===== src/sv/tbc_pkg.sv =====
`default_nettype none
package tbc_pkg;

  localparam int MAX_BUTTONS   = 16;
  localparam int SLOT_W        = $clog2(MAX_BUTTONS);
  localparam int SCREEN_WIDTH  = 240;
  localparam int SCREEN_HEIGHT = 320;
  localparam int DIV_NUM_W     = 26;
  localparam int DIV_DEN_W     = 10;

  typedef enum logic [1:0] {
    CMD_SAMPLE = 2'd0,
    CMD_ADD    = 2'd1,
    CMD_REMOVE = 2'd2,
    CMD_CLEAR  = 2'd3
  } cmd_t;

  localparam logic [2:0] REG_THRESHOLD  = 3'd0;
  localparam logic [2:0] REG_RESISTANCE = 3'd1;
  localparam logic [2:0] REG_X_MIN      = 3'd2;
  localparam logic [2:0] REG_X_MAX      = 3'd3;
  localparam logic [2:0] REG_Y_MIN      = 3'd4;
  localparam logic [2:0] REG_Y_MAX      = 3'd5;
  localparam logic [2:0] REG_DEBOUNCE   = 3'd6;

  typedef struct packed {
    cmd_t        command;
    logic [9:0]  raw_x;
    logic [9:0]  raw_y;
    logic [9:0]  z_first;
    logic [9:0]  z_second;
    logic [31:0] time_ms;
    logic [9:0]  rect_left;
    logic [9:0]  rect_top;
    logic [9:0]  rect_width;
    logic [9:0]  rect_height;
    logic [7:0]  button_id;
  } item_t;

  typedef struct packed {
    logic [15:0] threshold;
    logic [15:0] resistance;
    logic [9:0]  x_min;
    logic [9:0]  x_max;
    logic [9:0]  y_min;
    logic [9:0]  y_max;
    logic [15:0] debounce;
  } cfg_t;

  typedef struct packed {
    logic        touched;
    logic [9:0]  touch_x;
    logic [9:0]  touch_y;
    logic [15:0] pressure;
    logic [7:0]  down_id;
    logic [7:0]  released_id;
    logic        add_dropped;
  } res_t;

  typedef enum logic [3:0] {
    ST_IDLE, ST_MUL, ST_PRE, ST_DIVP, ST_DIVX, ST_DIVY,
    ST_UPD, ST_HIT, ST_ADD, ST_REM, ST_TRIM, ST_DONE
  } back_st_t;

endpackage
`default_nettype wire


===== src/sv/touch_button_controller_top.sv =====
`default_nettype none
// channel  | direction | handshake          | payload
// in_      | input     | in_tvalid/tready   | tdata raw coords, z, time, rect, id; tuser command
// out_     | output    | out_tvalid/tready  | tdata touched, x, y, pressure, ids, dropped
// cfg_     | input     | cfg_we             | cfg_addr register index, cfg_wdata value
//
// a sample request makes three passes through the shared serial divider in the back end
// (pressure, screen x, screen y) and, while no button is held and the debounced state is
// touched, a hit test over the button table; requests pass the input register and queue first
// add, remove by id (one slot per cycle over the whole table) and clear edit the table
// reset is synchronous, active low; the button table comes up empty
// the input register and a two-deep queue keep accepting while the back end works;
// a finished result waits in the output register and only the next finish stalls on it
module touch_button_controller_top
  import tbc_pkg::*;
(
  input  wire logic         clk,
  input  wire logic         rst_n,
  input  wire logic         in_tvalid,
  output logic              in_tready,
  // raw_x, raw_y, z_first, z_second, time_ms, rect_left, rect_top,
  // rect_width, rect_height, button_id
  input  wire logic [119:0] in_tdata,
  // command
  input  wire logic [1:0]   in_tuser,
  output logic              out_tvalid,
  input  wire logic         out_tready,
  // touched, touch_x, touch_y, pressure, down_id, released_id, add_dropped, 2 pad bits
  output logic [55:0]       out_tdata,
  input  wire logic         cfg_we,
  input  wire logic [2:0]   cfg_addr,
  input  wire logic [15:0]  cfg_wdata
);

  cfg_t  cfg_r;
  item_t f_item, q_item;
  logic  f_push, q_full, q_pop, q_valid;
  res_t  res;

  // configuration registers, write only
  always_ff @(posedge clk) begin
    if (!rst_n) begin
      cfg_r.threshold  <= 16'd10;
      cfg_r.resistance <= 16'd300;
      cfg_r.x_min      <= 10'd150;
      cfg_r.x_max      <= 10'd920;
      cfg_r.y_min      <= 10'd120;
      cfg_r.y_max      <= 10'd940;
      cfg_r.debounce   <= 16'd50;
    end else if (cfg_we) begin
      unique case (cfg_addr)
        REG_THRESHOLD:  cfg_r.threshold  <= cfg_wdata;
        REG_RESISTANCE: cfg_r.resistance <= cfg_wdata;
        REG_X_MIN:      cfg_r.x_min      <= cfg_wdata[9:0];
        REG_X_MAX:      cfg_r.x_max      <= cfg_wdata[9:0];
        REG_Y_MIN:      cfg_r.y_min      <= cfg_wdata[9:0];
        REG_Y_MAX:      cfg_r.y_max      <= cfg_wdata[9:0];
        REG_DEBOUNCE:   cfg_r.debounce   <= cfg_wdata;
        default: ;  // unused index
      endcase
    end
  end

  // front end: input register and decode
  tbc_front u_front (
    .clk       (clk),
    .rst_n     (rst_n),
    .in_tvalid (in_tvalid),
    .in_tready (in_tready),
    .in_tdata  (in_tdata),
    .in_tuser  (in_tuser),
    .q_push    (f_push),
    .q_item    (f_item),
    .q_full    (q_full)
  );

  // short queue between front and back
  tbc_fifo u_fifo (
    .clk       (clk),
    .rst_n     (rst_n),
    .push      (f_push),
    .push_item (f_item),
    .full      (q_full),
    .pop       (q_pop),
    .not_empty (q_valid),
    .pop_item  (q_item)
  );

  // back end: pressure, scaling, debounce, hit test and table edits
  tbc_back u_back (
    .clk       (clk),
    .rst_n     (rst_n),
    .cfg       (cfg_r),
    .q_valid   (q_valid),
    .q_item    (q_item),
    .q_pop     (q_pop),
    .out_valid (out_tvalid),
    .out_ready (out_tready),
    .out_res   (res)
  );

  assign out_tdata = {2'b00, res.add_dropped, res.released_id, res.down_id,
                      res.pressure, res.touch_y, res.touch_x, res.touched};

endmodule
`default_nettype wire


===== src/sv/tbc_div.sv =====
`default_nettype none
module tbc_div
  import tbc_pkg::*;
(
  input  wire logic                 clk,
  input  wire logic                 rst_n,
  input  wire logic                 start,
  input  wire logic [DIV_NUM_W-1:0] num,
  input  wire logic [DIV_DEN_W-1:0] den,
  output logic                      done,
  output logic [DIV_NUM_W-1:0]      quot
);

  localparam int CNT_W = $clog2(DIV_NUM_W + 1);

  logic                 busy_r;
  logic                 done_r;
  logic [CNT_W-1:0]     cnt_r;
  logic [DIV_DEN_W-1:0] rem_r;
  logic [DIV_DEN_W-1:0] den_r;
  logic [DIV_NUM_W-1:0] quo_r;
  logic [DIV_DEN_W:0]   trial;
  logic                 fits;

  // one quotient bit per cycle, restoring
  assign trial = {rem_r, quo_r[DIV_NUM_W-1]};
  assign fits  = trial >= {1'b0, den_r};

  always_ff @(posedge clk) begin
    if (!rst_n) begin
      busy_r <= 1'b0;
      done_r <= 1'b0;
      cnt_r  <= '0;
    end else begin
      done_r <= 1'b0;
      if (start) begin
        busy_r <= 1'b1;
        cnt_r  <= CNT_W'(DIV_NUM_W);
      end else if (busy_r) begin
        cnt_r <= cnt_r - 1'b1;
        if (cnt_r == CNT_W'(1)) begin
          busy_r <= 1'b0;
          done_r <= 1'b1;
        end
      end
    end
  end

  always_ff @(posedge clk) begin
    if (start) begin
      quo_r <= num;
      rem_r <= '0;
      den_r <= den;
    end else if (busy_r) begin
      rem_r <= fits ? DIV_DEN_W'(trial - {1'b0, den_r}) : trial[DIV_DEN_W-1:0];
      quo_r <= {quo_r[DIV_NUM_W-2:0], fits};
    end
  end

  assign done = done_r;
  assign quot = quo_r;

endmodule
`default_nettype wire


===== src/sv/tbc_fifo.sv =====
`default_nettype none
module tbc_fifo
  import tbc_pkg::*;
(
  input  wire logic  clk,
  input  wire logic  rst_n,
  input  wire logic  push,
  input  wire item_t push_item,
  output logic       full,
  input  wire logic  pop,
  output logic       not_empty,
  output item_t      pop_item
);

  item_t      mem_r [2];
  logic       wr_r;
  logic       rd_r;
  logic [1:0] cnt_r;

  assign full      = cnt_r == 2'd2;
  assign not_empty = cnt_r != 2'd0;
  assign pop_item  = mem_r[rd_r];

  always_ff @(posedge clk) begin
    if (!rst_n) begin
      wr_r  <= 1'b0;
      rd_r  <= 1'b0;
      cnt_r <= 2'd0;
    end else begin
      if (push) wr_r <= ~wr_r;
      if (pop)  rd_r <= ~rd_r;
      cnt_r <= cnt_r + {1'b0, push} - {1'b0, pop};
    end
  end

  always_ff @(posedge clk) begin
    if (push) mem_r[wr_r] <= push_item;
  end

endmodule
`default_nettype wire


===== src/sv/tbc_front.sv =====
`default_nettype none
module tbc_front
  import tbc_pkg::*;
(
  input  wire logic         clk,
  input  wire logic         rst_n,
  input  wire logic         in_tvalid,
  output logic              in_tready,
  input  wire logic [119:0] in_tdata,
  input  wire logic [1:0]   in_tuser,
  output logic              q_push,
  output item_t             q_item,
  input  wire logic         q_full
);

  logic  vld_r;
  item_t item_r;
  item_t dec;

  // unpack the request; fields of other kinds are kept but unused by the back end
  always_comb begin
    dec.command     = cmd_t'(in_tuser);
    dec.raw_x       = in_tdata[9:0];
    dec.raw_y       = in_tdata[19:10];
    dec.z_first     = in_tdata[29:20];
    dec.z_second    = in_tdata[39:30];
    dec.time_ms     = in_tdata[71:40];
    dec.rect_left   = in_tdata[81:72];
    dec.rect_top    = in_tdata[91:82];
    dec.rect_width  = in_tdata[101:92];
    dec.rect_height = in_tdata[111:102];
    dec.button_id   = in_tdata[119:112];
  end

  assign q_push    = vld_r && !q_full;
  assign q_item    = item_r;
  assign in_tready = !vld_r || !q_full;

  always_ff @(posedge clk) begin
    if (!rst_n) begin
      vld_r <= 1'b0;
    end else if (in_tready) begin
      vld_r <= in_tvalid;
    end
  end

  always_ff @(posedge clk) begin
    if (in_tready && in_tvalid) item_r <= dec;
  end

endmodule
`default_nettype wire


===== src/sv/tbc_back.sv =====
`default_nettype none
module tbc_back
  import tbc_pkg::*;
(
  input  wire logic        clk,
  input  wire logic        rst_n,
  input  wire cfg_t        cfg,
  input  wire logic        q_valid,
  input  wire item_t       q_item,
  output logic             q_pop,
  output logic             out_valid,
  input  wire logic        out_ready,
  output res_t             out_res
);

  localparam logic [9:0] X_TOP = 10'(SCREEN_WIDTH - 1);
  localparam logic [9:0] Y_TOP = 10'(SCREEN_HEIGHT - 1);
  localparam logic [SLOT_W-1:0] LAST_SLOT = SLOT_W'(MAX_BUTTONS - 1);

  typedef struct packed {
    logic [9:0] left;
    logic [9:0] top;
    logic [9:0] width;
    logic [9:0] height;
    logic [7:0] id;
  } slot_t;

  function automatic logic [9:0] scale_fin(input logic [20:0] q, input logic neg,
                                           input logic dz, input logic [9:0] top);
    logic signed [22:0] qs;
    logic signed [22:0] r;
    qs = dz ? 23'sd0 : (neg ? -$signed({2'b0, q}) : $signed({2'b0, q}));
    r  = $signed({13'b0, top}) - qs;
    if (r < 0) return 10'd0;
    else if (r > $signed({13'b0, top})) return top;
    else return r[9:0];
  endfunction

  back_st_t st_r, st_nxt;
  item_t    cur_r;

  // debounce and hold state
  logic        deb_r;
  logic [31:0] deadline_r;
  logic [9:0]  lx_r, ly_r;
  logic        held_r;
  logic [7:0]  held_id_r;

  // button table, packed from slot 0, newest first
  logic [MAX_BUTTONS-1:0] valid_r;
  slot_t                  slot_r [MAX_BUTTONS];
  logic [SLOT_W-1:0]      idx_r;
  logic [SLOT_W:0]        wr_r;
  slot_t                  rd_slot;

  // per-item datapath
  logic [19:0]        prod1_r;
  logic signed [20:0] sxn_r, syn_r;
  logic signed [10:0] dx_r, dy_r;
  logic [15:0]        p_r;
  logic [9:0]         sx_r;
  logic [7:0]         down_r, rel_r;
  logic               drop_r;
  logic               out_valid_r;
  res_t               out_r;

  logic                 div_start, div_done;
  logic [DIV_NUM_W-1:0] div_num, div_quot;
  logic [DIV_DEN_W-1:0] div_den;
  logic [35:0]          prod_w;
  logic [20:0]          sxn_mag, syn_mag;
  logic [15:0]          praw;
  logic                 now_touch, flip, deb_n;
  logic                 hit;
  logic                 fin;

  tbc_div u_div (
    .clk   (clk),
    .rst_n (rst_n),
    .start (div_start),
    .num   (div_num),
    .den   (div_den),
    .done  (div_done),
    .quot  (div_quot)
  );

  assign prod_w  = 36'(prod1_r) * 36'(cfg.resistance);
  assign sxn_mag = sxn_r[20] ? 21'(-sxn_r) : 21'(sxn_r);
  assign syn_mag = syn_r[20] ? 21'(-syn_r) : 21'(syn_r);
  assign rd_slot = slot_r[idx_r];

  always_comb begin
    if (cfg.resistance == 16'd0)
      praw = 16'(11'd1023 + {1'b0, cur_r.z_first} - {1'b0, cur_r.z_second});
    else if (cur_r.z_first == 10'd0 || cur_r.z_second <= cur_r.z_first)
      praw = 16'd0;
    else if (div_quot > DIV_NUM_W'(16'hFFFF))
      praw = 16'hFFFF;
    else
      praw = div_quot[15:0];
  end

  assign now_touch = p_r != 16'd0;
  assign flip      = (cur_r.time_ms > deadline_r) && (deb_r != now_touch);
  assign deb_n     = flip ? now_touch : deb_r;
  assign hit       = valid_r[idx_r] && lx_r >= rd_slot.left &&
                     {1'b0, lx_r} < {1'b0, rd_slot.left} + {1'b0, rd_slot.width} &&
                     ly_r >= rd_slot.top &&
                     {1'b0, ly_r} < {1'b0, rd_slot.top} + {1'b0, rd_slot.height};
  assign fin       = !out_valid_r || out_ready;

  // next state
  always_comb begin
    st_nxt = st_r;
    unique case (st_r)
      ST_IDLE: begin
        if (q_valid) begin
          unique case (q_item.command)
            CMD_SAMPLE: st_nxt = ST_MUL;
            CMD_ADD:    st_nxt = ST_ADD;
            CMD_REMOVE: st_nxt = ST_REM;
            CMD_CLEAR:  st_nxt = ST_DONE;
          endcase
        end
      end
      ST_MUL:  st_nxt = ST_PRE;
      ST_PRE:  st_nxt = ST_DIVP;
      ST_DIVP: if (div_done) st_nxt = ST_DIVX;
      ST_DIVX: if (div_done) st_nxt = ST_DIVY;
      ST_DIVY: if (div_done) st_nxt = ST_UPD;
      ST_UPD: begin
        if (!held_r && deb_n) st_nxt = ST_HIT;
        else                  st_nxt = ST_DONE;
      end
      ST_HIT:  if (hit || idx_r == LAST_SLOT) st_nxt = ST_DONE;
      ST_ADD:  st_nxt = ST_DONE;
      ST_REM:  if (idx_r == LAST_SLOT) st_nxt = ST_TRIM;
      ST_TRIM: st_nxt = ST_DONE;
      ST_DONE: if (fin) st_nxt = ST_IDLE;
      default: st_nxt = ST_IDLE;
    endcase
  end

  // outputs of the sequencer
  always_comb begin
    q_pop     = 1'b0;
    div_start = 1'b0;
    div_num   = '0;
    div_den   = '0;
    unique case (st_r)
      ST_IDLE: q_pop = q_valid;
      ST_PRE: begin
        div_start = 1'b1;
        div_num   = prod_w[35:10];
        div_den   = cur_r.z_first;
      end
      ST_DIVP: begin
        div_start = div_done;
        div_num   = DIV_NUM_W'(sxn_mag);
        div_den   = dx_r[10] ? 10'(-dx_r) : dx_r[9:0];
      end
      ST_DIVX: begin
        div_start = div_done;
        div_num   = DIV_NUM_W'(syn_mag);
        div_den   = dy_r[10] ? 10'(-dy_r) : dy_r[9:0];
      end
      default: ;
    endcase
  end

  always_ff @(posedge clk) begin
    if (!rst_n) begin
      st_r        <= ST_IDLE;
      deb_r       <= 1'b0;
      deadline_r  <= '0;
      lx_r        <= '0;
      ly_r        <= '0;
      held_r      <= 1'b0;
      held_id_r   <= '0;
      valid_r     <= '0;
      out_valid_r <= 1'b0;
    end else begin
      st_r <= st_nxt;
      if (st_r == ST_DONE && fin) out_valid_r <= 1'b1;
      else if (out_valid_r && out_ready) out_valid_r <= 1'b0;
      unique case (st_r)
        ST_IDLE: if (q_valid && q_item.command == CMD_CLEAR) valid_r <= '0;
        ST_UPD: begin
          if (now_touch) begin
            lx_r <= sx_r;
            ly_r <= scale_fin(div_quot[20:0], syn_r[20] ^ dy_r[10], dy_r == 11'sd0, Y_TOP);
          end
          if (flip) begin
            deadline_r <= cur_r.time_ms + 32'(cfg.debounce);
            deb_r      <= now_touch;
          end
          if (held_r && !deb_n) held_r <= 1'b0;
        end
        ST_HIT: begin
          if (hit && rd_slot.id != 8'd0) begin
            held_r    <= 1'b1;
            held_id_r <= rd_slot.id;
          end
        end
        ST_ADD: begin
          if (!valid_r[MAX_BUTTONS-1]) valid_r <= {valid_r[MAX_BUTTONS-2:0], 1'b1};
        end
        ST_REM: begin
          if (valid_r[idx_r] && rd_slot.id != cur_r.button_id)
            valid_r[wr_r[SLOT_W-1:0]] <= 1'b1;
        end
        ST_TRIM: begin
          for (int k = 0; k < MAX_BUTTONS; k++)
            if ((SLOT_W+1)'(k) >= wr_r) valid_r[k] <= 1'b0;
        end
        default: ;
      endcase
    end
  end

  // payload and table contents
  always_ff @(posedge clk) begin
    unique case (st_r)
      ST_IDLE: begin
        cur_r  <= q_item;
        p_r    <= '0;
        down_r <= '0;
        rel_r  <= '0;
        drop_r <= 1'b0;
        idx_r  <= '0;
        wr_r   <= '0;
      end
      ST_MUL: begin
        prod1_r <= 20'(cur_r.z_second - cur_r.z_first) * 20'(cur_r.raw_x);
        dx_r    <= $signed({1'b0, cfg.x_max}) - $signed({1'b0, cfg.x_min});
        dy_r    <= $signed({1'b0, cfg.y_max}) - $signed({1'b0, cfg.y_min});
        sxn_r   <= 21'($signed({1'b0, cur_r.raw_x}) - $signed({1'b0, cfg.x_min}))
                   * $signed({11'b0, X_TOP});
        syn_r   <= 21'($signed({1'b0, cur_r.raw_y}) - $signed({1'b0, cfg.y_min}))
                   * $signed({11'b0, Y_TOP});
      end
      ST_DIVP: if (div_done) p_r <= (praw <= cfg.threshold) ? 16'd0 : praw;
      ST_DIVX: if (div_done)
        sx_r <= scale_fin(div_quot[20:0], sxn_r[20] ^ dx_r[10], dx_r == 11'sd0, X_TOP);
      ST_UPD: if (held_r && !deb_n) rel_r <= held_id_r;
      ST_HIT: begin
        if (hit) down_r <= rd_slot.id;
        idx_r <= idx_r + 1'b1;
      end
      ST_ADD: begin
        if (valid_r[MAX_BUTTONS-1]) begin
          drop_r <= 1'b1;
        end else begin
          for (int k = MAX_BUTTONS - 1; k > 0; k--) slot_r[k] <= slot_r[k-1];
          slot_r[0] <= '{cur_r.rect_left, cur_r.rect_top, cur_r.rect_width,
                         cur_r.rect_height, cur_r.button_id};
        end
      end
      ST_REM: begin
        if (valid_r[idx_r] && rd_slot.id != cur_r.button_id) begin
          slot_r[wr_r[SLOT_W-1:0]] <= rd_slot;
          wr_r <= wr_r + 1'b1;
        end
        idx_r <= idx_r + 1'b1;
      end
      ST_DONE: begin
        if (fin) begin
          out_r.touched     <= deb_r;
          out_r.touch_x     <= deb_r ? lx_r : 10'd0;
          out_r.touch_y     <= deb_r ? ly_r : 10'd0;
          out_r.pressure    <= p_r;
          out_r.down_id     <= down_r;
          out_r.released_id <= rel_r;
          out_r.add_dropped <= drop_r;
        end
      end
      default: ;
    endcase
  end

  assign out_valid = out_valid_r;
  assign out_res   = out_r;

endmodule
`default_nettype wire

===== config.mk =====
export PLATFORM = sky130hd
export DESIGN_NAME = touch_button_controller_top
export DESIGN_NICKNAME = d
export VERILOG_FILES = /design/src/sv/tbc_pkg.sv /design/src/sv/touch_button_controller_top.sv /design/src/sv/tbc_div.sv /design/src/sv/tbc_fifo.sv /design/src/sv/tbc_front.sv /design/src/sv/tbc_back.sv
export SDC_FILE = /design/constraint.sdc
export NUM_CORES = 2
export LEC_CHECK = 0
export BUFFER_PORTS_ARGS = -buffer_cell sky130_fd_sc_hd__buf_2
export CORE_ASPECT_RATIO = 0.7
export CORE_MARGIN = 2
export CORE_UTILIZATION = 42
export DETAILED_ROUTE_END_ITERATION = 6
export SLEW_MARGIN = 20
export SYNTH_ARGS = -nofsm -noshare
export SYNTH_HDL_FRONTEND = slang
export SYNTH_HIERARCHICAL = 1
export SYNTH_SLANG_ARGS = --single-unit

===== constraint.sdc =====
create_clock -name clk -period 8.4 [get_ports clk]
set_clock_uncertainty 0.2 [all_clocks]
set_input_delay 0.42 -clock clk [delete_from_list [all_inputs] [get_ports clk]]
set_output_delay 0.42 -clock clk [all_outputs]
set_load 0.02 [all_outputs]

==> impl_metrics.csv <==
group,metric,value,unit
setup_path,worst_setup_path_start_kind,"flop",
grt,grt_overflow_total,0,
clocking,clk_pin_slew,60,ps
routing,drt-total-wl,289.3,mm
timing,period_share,95.45,%
floorplan,die_width,586.8,um
final_layout,layout-drive-gt1-share,17.24,%
synthesis,ys_ff_latch,1677,
floorplan,rows,149,
routing,remaining_drc_errors,0,
clocking,cts_tree,"done",
run,max_cap_violations,0,
synthesis,synth_most_common_cell,"edfxtp_1",
clocking,cts_buffers,173,
synthesis,ys_types,105,
synthesis,synth-seq-area-share,48.44,%
synthesis,syn-mean-instance-area,12.40,um^2
setup_path,crit_top_cell,"fa_1",
routing,vias,65320,
place,place_area,104900,um^2
synthesis,synth_commonest_cells,"edfxtp_1 (1479), nand2_1 (852), inv_1 (829), o21ai_0 (501), ha_1 (459)",
setup_path,worstSetupPathType,"flop to flop",
final_layout,nNetsFinal,9350,
timing,max_freq,124.7,MHz
setup_path,arrival,8360,ps
final_layout,final_area,112200,um^2
floorplan,die_h,412.0,um
floorplan,ios,204,
timing,grt_setup_unrepaired,"no",
setup_path,required,8740,ps
timing,setup_tns,0,ps
grt,grt_pass1_vias,64500,
timing,worst_pin_slew,1169,ps
synthesis,synth_warnings,6,
setup_path,max_stage_delay,550,ps
synthesis,synth_flop_cell,"edfxtp_1",
timing,min_period,8018,ps
timing,setup_violations,0,
timing,slew_headroom,22.07,%
grt,grt_first_pass_wirelength,428.1,mm
grt,antenna_found_initial,19,
final_layout,areaGrowthSynthToFinish,12.34,%
synthesis,synth_top_area_share,44.47,%
floorplan,start_util,42.31,%
clocking,insertion_delay,840,ps
setup_path,end_kind,"flop",
routing,vias_per_cell,5.625,
grt,grtUsageTotal,23.71,%
routing,antenna_left,0,
routing,drt_pass1_iterations,7,
timing,slew_violations,0,
floorplan,dieArea,241700,um^2
place,port_buffers,201,
place,dp_hpwl,197.4,mm
clocking,clockRootBuffer,"clkbuf_16",
place,gp_congestion,0.9417,
synthesis,syn_area,99860,um^2
clocking,htree_levels,4,
synthesis,synth_area_leaders,"edfxtp_1 (44%), fa_1 (9.0%), ha_1 (5.8%)",
synthesis,yosys.area.top_type,"edfxtp_1",
synthesis,postSynthCellCount,8052,
clocking,max-clock-path-buffers,3,
timing,hold_viol,0,
setup_path,worst-path-max-fanout,10,
hold_path,min_path_type,"input port to flop",
routing,drt_iter0_markers,7266,
clocking,clock_sinks,1677,
synthesis,ys_async_sr_fraction,0,%
setup_path,cp_slowest_cell,"fa_1",
floorplan,core,236000,um^2
routing,wl_per_cell,24.91,um
synthesis,synth-edff-count,1479,
grt,grt_max_degree,121,
outcome,status,"finished, final reports clean",
==> worst max-delay path: cells and delay by family (launching register included) <==
family | cells | cell delay, ps
adder cells (fa/ha/maj) | 7 | 3160
flip-flops | 1 | 470
XOR/XNOR | 1 | 80
AND/OR/NAND/NOR | 4 | 660
buffers and inverters | 4 | 320
AO/OA/AOI/OAI | 11 | 2800
==> worst paths after layout <==
check / slack, ps / startpoint / end / cells after the start
setup / recovery: 380 / u_back/cur_r[91] / u_back/prod1_r[18] / 27
setup reg to reg: 380 / u_back/cur_r[91] / u_back/prod1_r[18] / 27
hold reg to reg: 220 / u_back/down_r[2] / u_back/out_res[11] / 0
hold / removal: 90 / in_tdata[48] / u_front/q_item[56] / 2
==> what timing repair did <==
item                                    4_1_cts  5_1_grt
endpoints found under the hold margin       183        0
endpoints found under the setup margin        0        5
hold buffers                                137        0
buffers inserted                              0        0
resized for setup                             0        2
==> routing by layer <==
layer	GRT usage [%]	part of all wire (%)
met4	5.271	2.2
met3	6.121	10
met1	35.86	46
met5	0	0
met2	33.95	42
==> per-stage QoR <==
step | util [%] | setup slack [ps] | hold slack (ps) | std cells
after CTS | 47.53 | 287.3 | 24.95 | 11610
after global routing | 47.53 | 52.19 | 49.69 | 11610
after detailed placement | 44.46 | 362.3 | 206.1 | 11150
after floorplan | - | 978.9 | 200.3 | 8054
final | 47.53 | 382.0 | 91.53 | 11610
after global placement | 44.46 | 409.1 | 202.1 | 11150
==> flip-flops by register name (all words and copies together) (netlist names), 21 cells and up, named ones only <==
register and cells:
u_back/syn_r 21, u_front/q_item 122, u_back/deadline_r 32, u_fifo/mem_r 244, u_back/out_res 54, u_back/cur_r 120
cfg_r 88, u_back/slot_r 768, u_back/u_div/quot 26
==> layout by cell type (no fill, tap or decap), types with 157 or more instances in the layout <==
cell type,instances
mux2i_1,157
inv_1,826
nand2_1,835
and2_1,231
dfxtp_1,193
nor2_1,250
a21oi_1,186
clkbuf_16,179
mux2_2,401
edfxtp_1,1479
fa_1,451
xnor2_1,174
mux4_2,238
ha_1,459
buf_2,201
o21ai_0,498
==> cells by family (layout without fill, tap and decap cells) <==
family                     count (synthesis)  after routing  share of synthesized area (%)
AOI/OAI and AO/OA                       1124           1124                          6.939
DFF                                     1677           1677                          48.44
buffers and inverters                   1269           1655                          4.969
adders and majority gates                910            910                          14.79
xor gates and xnor gates                 278            278                          2.460
muxes                                    967            967                          13.69
other                                      2              6                       0.007520
and+or+nand+nor                         1825           1825                          8.702
==> area by class of cell <==
class | instances | area [um^2]
Timing Repair Buffer | 505 | 3847
Fill cell | 20780 | 123800
Antenna cell | 2 | 5.005
Tap cell | 3171 | 3968
Clock inverter | 89 | 1094
Clock buffer | 232 | 4766
Sequential cell | 1677 | 48400
Multi-Input combinational cell | 5108 | 47000
Inverter | 829 | 3117
Power is not shown: default switching activity piles up to over one toggle a cycle in this logic, so the estimate is an artifact.
